==> src/design/dws_pkg.sv <==
`default_nettype none
package dws_pkg;

    localparam int DEPTH  = 16;
    localparam int ADDR_W = (DEPTH > 1) ? $clog2(DEPTH) : 1;
    localparam int CNT_W  = $clog2(DEPTH + 1);
    localparam int DATA_W = 32;
    localparam int POS_W  = 4;

    typedef logic [ADDR_W-1:0] t_addr;
    typedef logic [CNT_W-1:0]  t_cnt;

    typedef enum logic [1:0] {
        REQ_PUSH_FRONT = 2'd0,
        REQ_PUSH_BACK  = 2'd1,
        REQ_POP_FRONT  = 2'd2,
        REQ_SEARCH     = 2'd3
    } t_req;

    typedef enum logic [1:0] {
        ST_OK        = 2'd0,
        ST_FULL      = 2'd1,
        ST_EMPTY     = 2'd2,
        ST_NOT_FOUND = 2'd3
    } t_status;

    typedef enum logic [1:0] {
        S_IDLE,
        S_POP,
        S_SEARCH
    } t_state;

    // Ring slot at a given offset from the front; offset stays below DEPTH.
    function automatic t_addr slot_at(t_addr front, t_addr offset);
        logic [ADDR_W:0] sum;
        begin
            sum = {1'b0, front} + {1'b0, offset};
            if (sum >= (ADDR_W+1)'(DEPTH)) begin
                sum = sum - (ADDR_W+1)'(DEPTH);
            end
            slot_at = sum[ADDR_W-1:0];
        end
    endfunction

    function automatic t_addr slot_before(t_addr front);
        begin
            if (front == '0) begin
                slot_before = t_addr'(DEPTH - 1);
            end else begin
                slot_before = front - t_addr'(1);
            end
        end
    endfunction

endpackage
`default_nettype wire

==> src/design/deque_with_search_top.sv <==
// Channel   Ports                                  Handshake
// request   i_req_type, i_value                    i_start high while o_busy low
// result    o_status, o_data, o_position           o_done high for one cycle
//
// Inserts give their result in the next cycle; a new request can
// follow right away. A remove reads the front slot through the registered
// RAM read, then gives its result from the pop state. A search reads one
// stored entry per cycle from the single RAM read port, up to DEPTH entries.
// Reset (synchronous, active low) empties the ring; RAM contents are kept.
// The receiver cannot stall; each result is shown once.
`default_nettype none
module deque_with_search_top (
    input  wire logic               i_clk,
    input  wire logic               i_rst_n,
    input  wire logic               i_start,
    input  wire logic [1:0]         i_req_type,
    input  wire logic signed [31:0] i_value,
    output logic                    o_busy,
    output logic                    o_done,
    output logic [1:0]              o_status,
    output logic signed [31:0]      o_data,
    output logic [3:0]              o_position
);

    logic                       wr_en;
    dws_pkg::t_addr             wr_addr;
    logic [dws_pkg::DATA_W-1:0] wr_data;
    dws_pkg::t_addr             rd_addr;
    logic [dws_pkg::DATA_W-1:0] rd_data;

    dws_ctrl u_ctrl (
        .i_clk      (i_clk),
        .i_rst_n    (i_rst_n),
        .i_start    (i_start),
        .i_req_type (i_req_type),
        .i_value    (i_value),
        .o_busy     (o_busy),
        .o_done     (o_done),
        .o_status   (o_status),
        .o_data     (o_data),
        .o_position (o_position),
        .o_wr_en    (wr_en),
        .o_wr_addr  (wr_addr),
        .o_wr_data  (wr_data),
        .o_rd_addr  (rd_addr),
        .i_rd_data  (rd_data)
    );

    dws_ram #(
        .WIDTH  (dws_pkg::DATA_W),
        .DEPTH  (dws_pkg::DEPTH),
        .ADDR_W (dws_pkg::ADDR_W)
    ) u_ram (
        .i_clk     (i_clk),
        .i_wr_en   (wr_en),
        .i_wr_addr (wr_addr),
        .i_wr_data (wr_data),
        .i_rd_addr (rd_addr),
        .o_rd_data (rd_data)
    );

endmodule
`default_nettype wire

==> src/design/dws_ram.sv <==
`default_nettype none
module dws_ram #(
    parameter int WIDTH  = 32,
    parameter int DEPTH  = 16,
    parameter int ADDR_W = 4
) (
    input  wire logic              i_clk,
    input  wire logic              i_wr_en,
    input  wire logic [ADDR_W-1:0] i_wr_addr,
    input  wire logic [WIDTH-1:0]  i_wr_data,
    input  wire logic [ADDR_W-1:0] i_rd_addr,
    output logic      [WIDTH-1:0]  o_rd_data
);

    logic [WIDTH-1:0] mem [DEPTH];

    always_ff @(posedge i_clk) begin
        if (i_wr_en) begin
            mem[i_wr_addr] <= i_wr_data;
        end
    end

    always_ff @(posedge i_clk) begin
        o_rd_data <= mem[i_rd_addr];
    end

endmodule
`default_nettype wire

==> src/design/dws_ctrl.sv <==
`default_nettype none
module dws_ctrl (
    input  wire logic                        i_clk,
    input  wire logic                        i_rst_n,
    input  wire logic                        i_start,
    input  wire logic [1:0]                  i_req_type,
    input  wire logic signed [31:0]          i_value,
    output logic                             o_busy,
    output logic                             o_done,
    output logic [1:0]                       o_status,
    output logic signed [31:0]               o_data,
    output logic [3:0]                       o_position,
    output logic                             o_wr_en,
    output dws_pkg::t_addr                   o_wr_addr,
    output logic [dws_pkg::DATA_W-1:0]       o_wr_data,
    output dws_pkg::t_addr                   o_rd_addr,
    input  wire logic [dws_pkg::DATA_W-1:0]  i_rd_data
);

    dws_pkg::t_state r_state, n_state;
    dws_pkg::t_addr  r_front, n_front;
    dws_pkg::t_cnt   r_count, n_count;
    dws_pkg::t_addr  r_off, n_off;
    logic [dws_pkg::POS_W-1:0]  r_pos, n_pos;
    logic [dws_pkg::DATA_W-1:0] r_key, n_key;
    logic                       r_done, n_done;
    dws_pkg::t_status           r_status, n_status;
    logic [dws_pkg::DATA_W-1:0] r_data, n_data;
    logic [dws_pkg::POS_W-1:0]  r_position, n_position;

    logic accept;
    logic is_full;
    logic is_empty;
    logic hit;
    logic last;
    dws_pkg::t_req req;

    assign accept   = i_start && (r_state == dws_pkg::S_IDLE);
    assign req      = dws_pkg::t_req'(i_req_type);
    assign is_full  = (r_count == dws_pkg::t_cnt'(dws_pkg::DEPTH));
    assign is_empty = (r_count == '0);
    assign hit      = (i_rd_data == r_key);
    assign last     = ((dws_pkg::t_cnt'(r_off) + dws_pkg::t_cnt'(1)) == r_count);

    // Next state
    always_comb begin
        n_state = r_state;
        unique case (r_state)
            dws_pkg::S_IDLE: begin
                if (accept) begin
                    if (req == dws_pkg::REQ_POP_FRONT && !is_empty) begin
                        n_state = dws_pkg::S_POP;
                    end else if (req == dws_pkg::REQ_SEARCH && !is_empty) begin
                        n_state = dws_pkg::S_SEARCH;
                    end
                end
            end
            dws_pkg::S_POP: begin
                n_state = dws_pkg::S_IDLE;
            end
            dws_pkg::S_SEARCH: begin
                if (hit || last) begin
                    n_state = dws_pkg::S_IDLE;
                end
            end
            default: begin
                n_state = dws_pkg::S_IDLE;
            end
        endcase
    end

    // Datapath and memory controls
    always_comb begin
        n_front    = r_front;
        n_count    = r_count;
        n_off      = r_off;
        n_pos      = r_pos;
        n_key      = r_key;
        n_done     = 1'b0;
        n_status   = r_status;
        n_data     = r_data;
        n_position = r_position;
        o_wr_en    = 1'b0;
        o_wr_addr  = dws_pkg::slot_before(r_front);
        o_wr_data  = i_value;
        o_rd_addr  = r_front;
        unique case (r_state)
            dws_pkg::S_IDLE: begin
                if (accept) begin
                    n_status   = dws_pkg::ST_OK;
                    n_data     = '0;
                    n_position = '0;
                    n_key      = i_value;
                    n_off      = '0;
                    n_pos      = '0;
                    unique case (req)
                        dws_pkg::REQ_PUSH_FRONT: begin
                            n_done = 1'b1;
                            if (is_full) begin
                                n_status = dws_pkg::ST_FULL;
                            end else begin
                                o_wr_en = 1'b1;
                                n_front = dws_pkg::slot_before(r_front);
                                n_count = r_count + dws_pkg::t_cnt'(1);
                            end
                        end
                        dws_pkg::REQ_PUSH_BACK: begin
                            n_done    = 1'b1;
                            o_wr_addr = dws_pkg::slot_at(r_front,
                                                         r_count[dws_pkg::ADDR_W-1:0]);
                            if (is_full) begin
                                n_status = dws_pkg::ST_FULL;
                            end else begin
                                o_wr_en = 1'b1;
                                n_count = r_count + dws_pkg::t_cnt'(1);
                            end
                        end
                        dws_pkg::REQ_POP_FRONT: begin
                            if (is_empty) begin
                                n_done   = 1'b1;
                                n_status = dws_pkg::ST_EMPTY;
                                n_data   = '1;
                            end
                        end
                        dws_pkg::REQ_SEARCH: begin
                            if (is_empty) begin
                                n_done   = 1'b1;
                                n_status = dws_pkg::ST_NOT_FOUND;
                            end
                        end
                        default: begin
                            n_done = 1'b0;
                        end
                    endcase
                end
            end
            dws_pkg::S_POP: begin
                n_done   = 1'b1;
                n_data   = i_rd_data;
                n_front  = dws_pkg::slot_at(r_front, dws_pkg::t_addr'(1));
                n_count  = r_count - dws_pkg::t_cnt'(1);
            end
            dws_pkg::S_SEARCH: begin
                // Fetch the next slot while comparing the current one.
                o_rd_addr = dws_pkg::slot_at(r_front, r_off + dws_pkg::t_addr'(1));
                if (hit) begin
                    n_done     = 1'b1;
                    n_status   = dws_pkg::ST_OK;
                    n_position = r_pos;
                end else if (last) begin
                    n_done   = 1'b1;
                    n_status = dws_pkg::ST_NOT_FOUND;
                end else begin
                    n_off = r_off + dws_pkg::t_addr'(1);
                    n_pos = r_pos + 4'd1;
                end
            end
            default: begin
                n_done = 1'b0;
            end
        endcase
    end

    always_ff @(posedge i_clk) begin
        if (!i_rst_n) begin
            r_state <= dws_pkg::S_IDLE;
            r_front <= '0;
            r_count <= '0;
            r_done  <= 1'b0;
        end else begin
            r_state <= n_state;
            r_front <= n_front;
            r_count <= n_count;
            r_done  <= n_done;
        end
    end

    always_ff @(posedge i_clk) begin
        r_off      <= n_off;
        r_pos      <= n_pos;
        r_key      <= n_key;
        r_status   <= n_status;
        r_data     <= n_data;
        r_position <= n_position;
    end

    assign o_busy     = (r_state != dws_pkg::S_IDLE);
    assign o_done     = r_done;
    assign o_status   = r_status;
    assign o_data     = r_data;
    assign o_position = r_position;

endmodule
`default_nettype wire

==> config.mk <==
export PLATFORM = sky130hd
export DESIGN_NAME = deque_with_search_top
export DESIGN_NICKNAME = d
export VERILOG_FILES = /design/src/design/dws_pkg.sv /design/src/design/deque_with_search_top.sv /design/src/design/dws_ram.sv /design/src/design/dws_ctrl.sv
export SDC_FILE = /design/constraint.sdc
export NUM_CORES = 1
export LEC_CHECK = 0
export BUFFER_PORTS_ARGS = -buffer_cell sky130_fd_sc_hd__buf_2
export CORE_UTILIZATION = 30
export CTS_BUF_LIST = sky130_fd_sc_hd__clkbuf_4 sky130_fd_sc_hd__clkbuf_8
export DETAILED_ROUTE_END_ITERATION = 16
export REMOVE_ABC_BUFFERS = 1
export SLEW_MARGIN = 5
export SYNTH_ARGS = -nofsm -noshare
export SYNTH_HDL_FRONTEND = slang
export SYNTH_SLANG_ARGS = --single-unit
==> constraint.sdc <==
create_clock -name i_clk -period 4.48 [get_ports i_clk]
set_clock_uncertainty 0.2 [all_clocks]
set_input_delay 0.448 -clock i_clk [delete_from_list [all_inputs] [get_ports i_clk]]
set_output_delay 0.448 -clock i_clk [all_outputs]
set_load 0.005 [all_outputs]
Yosys cells after proc, flatten, opt, wreduce, memory -nomap -nowiden --
Memory sizes are Yosys's and may differ from the RTL's. A register that Yosys moved wholly into a read port is not among the register bits. Index checks and enable logic that the tools add are counted.
Storage, ports and cells: flip-flop bits (word level) 90, RAM bits 512, input port bits 37, output and inout bits 40, memories kept 1
Memories:
- u_ram.mem | words 16, bits a word 32, read ports 1, clocked after memory_dff 1, wr ports 1, RTL line dws_ram.sv:15 | logic [WIDTH-1:0] mem [DEPTH];
Cells by class: add/subtract/negate cells 12, magnitude comparators 3, eq/ne operators 18, muxes and demuxes 54, reductions and logical operators 22
Operators with widths (count):
- $mux 32 | 3
- $mux 4 | 17
- $pmux 32 s2 | 1
- $eq 32x32->1 | 1
- $pmux 4 s2 | 4
- $mux 2 | 9
- $sub 4x1->4 const B | 4
- $ge 5x5->1 const B | 3
- $mux 5 | 3
- $reduce_and 4->1 | 3
- $mux 1 | 11
- $add 4x1->5 const B | 2
- $add 4x4->5 | 2
- $ne 2x2->1 const B | 5
- $pmux 5 s2 | 1
- $reduce_and 3->1 | 3
- $add 4x1->4 const B | 2
- $pmux 2 s2 | 2
- $eq 2x2->1 const B | 3
- $ne 2x1->1 const B | 3
- $pmux 2 s3 | 1
- $reduce_bool 2->1 | 3
- $add 5x1->5 const B | 1
- $eq 5x5->1 | 1
- 15 further kinds | 21

Longest topological paths before layout --
Gate-level depths: netlist of the first run.
word-level depth 7, gate-level depth with buffers 12, mapped depth without buffers 10

By module --
Synthesis of the first run repeated with hierarchy kept, for this count alone.
Second synthesis, totals: cells, all modules 1211, area total of the unflattened synthesis 24492.2 µm²
Modules (own cells, without submodules):
- dws_ram | times used 1, cells each 838, area each 19835.3 µm²
- dws_ctrl | times used 1, cells each 373, area each 4657.0 µm²

Least setup slack after synthesis of the first run --
No wires, ideal clock.
path type input -> register, start point input i_start, end point memory u_ram.mem[7][0] (enable), library setup time 421 ps, arrival 3250 ps, setup slack 609 ps, cell stages on the path 6, path buffers 1, path through clkbuf_1 -> nand2_1 -> inv_1 -> nand3_1 -> or2_1 -> nor2_1
On the way: word-level cells in the longest chain between the ends 5, elaborated cells on any way between the ends 7
RTL lines:
- start: declaration | RTL line deque_with_search_top.sv:15 | input wire logic i_start,
- $logic_and 1x1->1 * | RTL line dws_ctrl.sv:38 | assign accept = i_start && (r_state == dws_pkg::S_IDLE);
- $mux 1 | RTL line dws_ctrl.sv:89 | if (accept) begin
- $mux 1 | RTL line dws_ctrl.sv:87 | unique case (r_state)
- $mux 1 | RTL line dws_ram.sv:18 | if (i_wr_en) begin
- $mux 1 (not written as such) | RTL line dws_ram.sv:19 | mem[i_wr_addr] <= i_wr_data;
- end: declaration | RTL line dws_ram.sv:15
Every way passes the cells marked *; elsewhere a longest branch is shown, timed or not.

Worst setup path in the final report of the first run --
start point register u_ctrl.r_off[0], end point register u_ram.o_rd_data[0] (read register of u_ram.mem)
On the way: word-level cells in the longest chain between the ends 5, elaborated cells on any way between the ends 6
RTL lines:
- start: declaration | RTL line dws_ctrl.sv:23 | dws_pkg::t_addr r_off, n_off;
- start signal: assignment | RTL line dws_ctrl.sv:179 | r_off <= n_off;
- $add 4x1->4 * | RTL line dws_ctrl.sv:145 | o_rd_addr = dws_pkg::slot_at(r_front, r_off + dws_pkg::t_addr'(1));
- $add 4x4->5 * | RTL line dws_pkg.sv:37 | sum = {1'b0, front} + {1'b0, offset};
- $sub 4x1->4 or $ge 5x5->1 (tied branches) | RTL line dws_pkg.sv:39, dws_pkg.sv:38
- $mux 4 * | RTL line dws_pkg.sv:38 | if (sum >= (ADDR_W+1)'(DEPTH)) begin
- $mux 4 * | RTL line dws_ctrl.sv:87
- end: declaration | RTL line dws_ram.sv:12 | output logic [WIDTH-1:0] o_rd_data
Marks and branches as above. A chain may end at the register's enable or synchronous reset.

==> impl_metrics.tcl, run 1 <==
set metrics [dict create \
    drcViolationCount 0 \
    min_to "u_ctrl.o_data[30]$_DFFE_PP_" \
    cts_root_buf "clkbuf_8" \
    hold_class "reg2reg" \
    num_io_pins 77 \
    critPathArrivalTime_ns 3.99 \
    critical_path_buf_inv_count 2 \
    cp-start-kind "flip-flop" \
    place.gp.congestion 0.764 \
    slowest_delay_ns 0.56 \
    coreArea_mm2 0.0820 \
    final_area_mm2 0.0292 \
    grt_max_degree 77 \
    worstMarginPinSlew_ns 0.771 \
    peakVddDrop_mv 0.193 \
    numCtsBuffers 101 \
    nNetsFinal 1686 \
    final_cell_mix "590 x edfxtp_1, 264 x mux2i_1, 128 x a22oi_1, 109 x clkbuf_8, 79 x a21oi_1" \
    fin_ws_ns 0.832 \
    maxSlewHeadroom 0.486 \
    grt_pass1_vias 13600 \
    vias_per_cell 4.81 \
    die_x_um 290 \
    period_share 0.814 \
    critPathSlowestCell "nor2_4" \
    clk_latency_ns 0.69 \
    worst_r2r_endpoint "u_ram.o_rd_data[0]$_DFF_P_" \
    rsz0062_at_grt "false" \
    max_freq_ghz 0.274 \
    rows 105 \
    clockBufferDepth 3 \
    layout.cells.most_common "edfxtp_1" \
    cts_tree "yes" \
    p_leak_nw 11.2 \
    wl_met1_um 26700 \
    synth-seq-cells 634 \
    status "completed" \
    maxUsedRoutingLayer "met5" \
    die-area_mm2 0.0839 \
    yosysUniqueCellTypes 45 \
    worstRegToRegCells 11 \
    routedWlPerCell_um 21.5 \
    setup_violations 0 \
    cts_setup_buffers 0 \
    num_vias 13400 \
    min-delay-start "u_ram.o_rd_data[30]$_DFF_P_" \
    hold_viol_final 0 \
    pre_cts_slack_ns 0.875 \
    slew_violations 0 \
    synth_cells 1450 \
    synth_edf_count 590 \
    dr.pass1.iters 5 \
    utilization 0.356 \
    cap_violations 0 \
    grt_pass1_wl_um 87900 \
    portBuffers 76 \
    wl_met3_um 3610 \
    die_y_um 290 \
    tns_ns 0 \
    antenna_found_initial 3 \
    whs_ns 0.378 \
    route.met2.wl_um 28200 \
    syn_to_final_growth_pct 17.6 \
    period_minus_slack_ns 3.65 \
    grt_remaining_overflow 0 \
    cp_cell_sequence "ha_1 -> xnor2_1 -> inv_1 -> ha_1 -> xnor2_1 -> mux2_2 -> nor2_4 -> buf_4 -> a22oi_1 -> a21oi_1 -> a21oi_1" \
    r2r-start "u_ctrl.r_off[0]$_SDFFCE_PN0P_" \
    drive_above_1_share 0.182 \
    wl_um 59800 \
    ys_seq_area_frac 0.749 \
    crit_family "adder cells" \
    drtIter0Drc 995 \
    ys_async_sr_fraction 0 \
    worstSetupPathType "reg2reg" \
    htree_levels 3 \
    clkSinkCount 634 \
    dpl-instance-area_mm2 0.0268 \
    power-per-cell-area_mw_per_mm2 438 \
    dpl.hpwl_um 31600 \
    clkSlewWorstSetupHoldPaths_ns 0.06 \
    whs_path_depth 1 \
    start_util 0.303 \
    grt_usage 0.143 \
    r2r_slack_ns 0.83 \
    crit_fanout 18 \
    crit_path_end_kind "flip-flop" \
    antenna_left 0 \
    syn_area_mm2 0.0248 \
    ys.flop_type "edfxtp_1" \
    syn_area_per_cell_um2 17.1 \
    ys_warn_count 0 \
    cp_data_required_time_ns 4.82 \
]
sequential cells by signal, summed over array words and instances (netlist names):
register,cells
u_ctrl.o_status,2
u_ctrl.r_off,4
u_ctrl.o_position,4
u_ram.mem,512
u_ctrl.r_key,32
u_ctrl.r_count,5
u_ctrl.r_pos,4
u_ctrl.o_data,32
u_ram.o_rd_data,32
u_ctrl.o_done,1
u_ctrl.r_front,4
u_ctrl.r_state,2
report_power, final:
part	switching [W]	internal [W]
clock	0.00222	0.00268
sequential	0.000110	0.00669
combinational	0.000667	0.000411
area by class of cell:
cell class | instances | area [µm²]
Fill cell | 7766 | 52800
Multi-Input combinational cell | 728 | 5900
Clock inverter | 39 | 239
Tap cell | 1070 | 1340
Clock buffer | 147 | 1790
Inverter | 16 | 60.1
Timing Repair Buffer | 152 | 1260
Antenna cell | 2 | 5.00
Sequential cell | 634 | 18600
cell usage after synthesis (all sizes together), types with 2 or more instances:
master	n	area [µm²]
nand2b	6	37.5
inv	15	56.3
edfxtp	590	17700
nor3	6	30.0
and2	6	37.5
a31oi	2	18.8
a21oi	79	395
nor2	41	164
nand2	46	173
nor4	4	25.0
o21ai	3	15.0
a22oi	128	961
xnor2	45	394
and3	2	12.5
clkbuf	15	56.3
nand4	8	50.1
dfxtp	44	881
a21o	35	263
nor2b	4	25.0
mux2	3	33.8
o21bai	2	15.0
fa	3	60.1
nand3	8	40.0
o31ai	2	15.0
or2	2	12.5
mux2i	265	2660
ha	13	163
buf	57	388
xor2	7	61.3
layer usage:
metal | GRT usage | up-vias
met5 | 0 | -
met4 | 0.0492 | 2
met3 | 0.0294 | 116
met2 | 0.229 | 425
met1 | 0.191 | 6775
li1 | - | 6079
cell families after synthesis:
group | synth area share
multiplexers | 0.108
adder cells (fa/ha/maj) | 0.00897
buffers and inverters | 0.0203
AND/OR/NAND/NOR | 0.0248
AO/OA/AOI/OAI | 0.0701
flip-flops | 0.749
XOR/XNOR | 0.0183
stage by stage:
step           instances  power, W
2_1_floorplan       1378   0.00772
3_5_place_dp        2561   0.00798
5_1_grt             2786    0.0132
6_report            2788    0.0128
3_3_place_gp        2561   0.00796
4_1_cts             2786    0.0129
repair_timing:
| action | in CTS | in global routing |
|---|---|---|
| hold buffers | 39 | 0 |
| endpoints found under the setup margin | 0 | 0 |
| endpoints found under the hold margin | 557 | 0 |
| gates resized for setup | 0 | 0 |
worst max-delay path by stage:
stage                     slack [ns]  cells after the start                         end                      startpoint
final                           0.83                     11  u_ram.o_rd_data[0]$_DFF_P_   u_ctrl.r_off[0]$_SDFFCE_PN0P_
after global routing            0.63                     11  u_ram.o_rd_data[7]$_DFF_P_   u_ctrl.r_off[0]$_SDFFCE_PN0P_
after CTS                       0.81                     11  u_ram.o_rd_data[0]$_DFF_P_   u_ctrl.r_off[0]$_SDFFCE_PN0P_
after detailed placement        0.87                     11  u_ram.o_rd_data[0]$_DFF_P_   u_ctrl.r_off[0]$_SDFFCE_PN0P_
after global placement          0.96                     11  u_ram.o_rd_data[6]$_DFF_P_   u_ctrl.r_off[0]$_SDFFCE_PN0P_
after floorplan                -9.75                      6  u_ram.o_rd_data[0]$_DFF_P_  u_ctrl.r_state[1]$_SDFFE_PN0P_
Power figures use the tool's default switching activity.
==> inputs of run 2 (changes only) <==
--- a/config.mk
+++ b/config.mk
@@ -5,6 +5,7 @@
 export SDC_FILE = /design/constraint.sdc
 export NUM_CORES = 1
 export LEC_CHECK = 0
+export ABC_AREA = 1
 export BUFFER_PORTS_ARGS = -buffer_cell sky130_fd_sc_hd__buf_2
 export CORE_UTILIZATION = 30
 export CTS_BUF_LIST = sky130_fd_sc_hd__clkbuf_4 sky130_fd_sc_hd__clkbuf_8
==> constraint.sdc (replaced) <==
create_clock -name i_clk -period 3.7 [get_ports i_clk]
set_clock_uncertainty 0.2 [all_clocks]
set_input_delay 0.37 -clock i_clk [delete_from_list [all_inputs] [get_ports i_clk]]
set_output_delay 0.37 -clock i_clk [all_outputs]
set_load 0.005 [all_outputs]
==> run 2 against run 1 <==
- non-clock buffer count up 10
- sequential cell count unchanged
- combinational power rose to 2.5 times the previous value
- fmax up 12%
- die area up 4.4%
- routed wire length up 6.7%
- sequential power up 25%
- cell count up 27%
- hold slack worse by 0.28 ns
- area after synthesis up 4.4%
- clock-buffer cell count up 9
- cell area up 3.7%
- critical endpoint is now u_ctrl.r_state[0]$_SDFFE_PN0P_
- largest power group unchanged
==> impl_metrics.tcl, run 2 <==
set metrics [dict create \
    dpl.hpwl_um 35300 \
    portBuffers 76 \
    worstMarginPinSlew_ns 0.767 \
    num_vias 16200 \
    die_y_um 296 \
    power-per-cell-area_mw_per_mm2 565 \
    seqPwrFrac 0.496 \
    numCtsBuffers 99 \
    antenna_left 0 \
    wl_um 63900 \
    syn_area_per_cell_um2 12.0 \
    status "completed" \
    synth-seq-cells 634 \
    period_minus_slack_ns 3.26 \
    grt_max_degree 129 \
    ys_warn_count 0 \
    min_to "u_ctrl.o_status[1]$_DFFE_PP_" \
    grt_remaining_overflow 0 \
    yosysUniqueCellTypes 29 \
    clk_latency_ns 0.70 \
    max_freq_ghz 0.307 \
    crit_fanout 5 \
    vias_per_cell 4.58 \
    antenna_found_initial 2 \
    cp_data_required_time_ns 4.09 \
    critPathArrivalTime_ns 3.65 \
    r2r-start "u_ctrl.r_count[1]$_SDFFE_PN0P_" \
    layout.cells.most_common "edfxtp_1" \
    post-synth-top-count-cell "edfxtp_1" \
    htree_levels 3 \
    num_io_pins 77 \
    die-area_mm2 0.0876 \
    routedWlPerCell_um 18.1 \
    slew_violations 0 \
    pwr-share-clk 0.345 \
    peakVddDrop_mv 0.278 \
    grt_usage 0.147 \
    final_cell_mix "590 x edfxtp_1, 319 x nand2_1, 294 x nor2_1, 206 x nand3_1, 191 x inv_1" \
    start_util 0.304 \
    fill_cells 8371 \
    pre_cts_slack_ns 0.597 \
    hold_viol_final 0 \
    p_sw_w 0.00477 \
    synth_common_cells "590 x edfxtp_1, 320 x nand2_1, 311 x nor2_1, 207 x nand3_1, 193 x inv_1" \
    synth_top_area_cell "edfxtp_1" \
    largest-register "u_ram.mem" \
    die_x_um 296 \
    min-delay-start "i_start" \
    fin_ws_ns 0.442 \
    clkSlewWorstSetupHoldPaths_ns 0.07 \
    ys_top_cells_by_area "edfxtp_1 68%, nand2_1 4.6%, nor2_1 4.5%" \
    worstSetupPathType "reg2reg" \
    worst_r2r_endpoint "u_ctrl.r_state[0]$_SDFFE_PN0P_" \
    clkSinkCount 634 \
    synth.top_cell.area_share 0.683 \
    rows 107 \
    drcViolationCount 0 \
    ys_async_sr_fraction 0 \
    worstRegToRegCells 11 \
    largest_reg_flops 512 \
    dr.pass1.iters 5 \
    p_leak_nw 10.8 \
    maxSlewHeadroom 0.489 \
    synth_cells 2159 \
    grt_pass1_vias 15700 \
    hold_class "in2reg" \
    synth_edf_count 590 \
    cp-start-kind "flip-flop" \
    drive_above_1_share 0.136 \
    nNetsFinal 2361 \
    syn_to_final_growth_pct 16.8 \
    utilization 0.354 \
    drtIter0Drc 1070 \
    whs_path_depth 3 \
    internal_power_w 0.0123 \
    syn_area_mm2 0.0259 \
    cap_violations 0 \
    grt_pass1_wl_um 96500 \
    rsz0062_at_grt "false" \
    period_share 0.880 \
    cts_root_buf "clkbuf_8" \
    crit_path_end_kind "flip-flop" \
    r2r_slack_ns 0.44 \
    coreArea_mm2 0.0854 \
    ys.flop_type "edfxtp_1" \
    setup_violations 0 \
    place.gp.congestion 0.785 \
    cts_tree "yes" \
    clockBufferDepth 3 \
    pwr-share-comb 0.159 \
    swShare 0.279 \
    ys_seq_area_frac 0.717 \
]
run 2: cell types whose count changed after synthesis, sizes merged, moves of 7 or more:
cell	before	now
a21o	35	0
a21oi	79	18
a22oi	128	0
buf	57	106
clkbuf	15	8
inv	15	197
mux2i	265	0
nand2	46	327
nand3	8	207
nor2	41	312
o211ai	0	128
o21ai	3	165
xnor2	45	27
run 2: stage by stage:
stage / hold slack, ns / total power [W] / cells / TNS [ns] / cell area, µm²
6_report: 0.102 / 0.0171 / 3534 / 0 / 30300
5_1_grt: 0.107 / 0.0179 / 3534 / 0 / 30300
4_1_cts: 0.0375 / 0.0173 / 3533 / 0 / 30300
3_5_place_dp: 0.294 / 0.0114 / 3311 / 0 / 27900
3_3_place_gp: 0.292 / 0.0113 / 3311 / 0 / 27900
2_1_floorplan: 0.266 / 0.0103 / 2045 / -314.41 / 25300
run 2: metal layers:
metal	vias up	global-route usage	wire length (µm)	share of wire
li1	7850	-	-	-
met1	7840	0.198	29300	0.46
met2	400	0.235	29600	0.46
met3	98	0.0256	3120	0.049
met4	2	0.0586	1870	0.029
met5	-	0	11	0.00017
run 2: repair_timing:
item | CTS | global route
gates resized for setup | 0 | 0
endpoints found under the hold margin | 558 | 0
setup buffers | 0 | 0
hold buffers | 40 | 0
endpoints found under the setup margin | 0 | 0
run 2: kinds of logic after synthesis:
family,synth area share
compound gates,0.0731
flops,0.717
simple gates,0.135
fa+ha+maj,0.00859
xor+xnor,0.0111
buf+inv,0.0546
run 2: worst max-delay path by stage:
stage	endpoint	slack (ns)	cells after the start	startpoint
2_1_floorplan	u_ram.o_rd_data[10]$_DFF_P_	-3.37	8	u_ctrl.r_off[0]$_SDFFCE_PN0P_
3_3_place_gp	u_ram.mem[5][15]$_DFFE_PP_	0.64	10	u_ctrl.r_front[0]$_SDFFE_PN0P_
3_5_place_dp	u_ram.mem[5][15]$_DFFE_PP_	0.60	10	u_ctrl.r_front[0]$_SDFFE_PN0P_
4_1_cts	u_ctrl.r_state[0]$_SDFFE_PN0P_	0.48	11	u_ctrl.r_count[1]$_SDFFE_PN0P_
5_1_grt	u_ctrl.r_state[0]$_SDFFE_PN0P_	0.26	11	u_ctrl.r_count[1]$_SDFFE_PN0P_
6_report	u_ctrl.r_state[0]$_SDFFE_PN0P_	0.44	11	u_ctrl.r_count[1]$_SDFFE_PN0P_
run 2: cell type report:
cell class	instances	area, µm²	share of cell area
diodes	1	2.50	0.0000827
clock inverters	26	160	0.00529
flip-flops and latches	634	18600	0.614
well taps	1144	1430	0.0473
clock buffers	156	1820	0.0602
inverters	197	739	0.0244
multi-input cells	1214	6080	0.201
repair buffers	162	1440	0.0475
run 2: critical path, cell delays in order (launching register included):
cell,delay (ns)
dfxtp_1,0.36
inv_1,0.17
nand4_1,0.19
nor2_1,0.19
inv_1,0.08
nand2_1,0.13
nor3_1,0.06
dlygate4sd3_1,0.56
nand3_1,0.08
dlygate4sd3_1,0.55
nor2_1,0.04
dlygate4sd3_1,0.54
run 2: power groups by stage:
stage | clock network, W | registers, W | logic (W)
after global placement | 0 | 0.00863 | 0.00269
after CTS | 0.00605 | 0.00849 | 0.00277
final | 0.00589 | 0.00848 | 0.00273
after detailed placement | 0 | 0.00863 | 0.00272
after global routing | 0.00636 | 0.00852 | 0.00305
after floorplan | 0 | 0.00857 | 0.00172
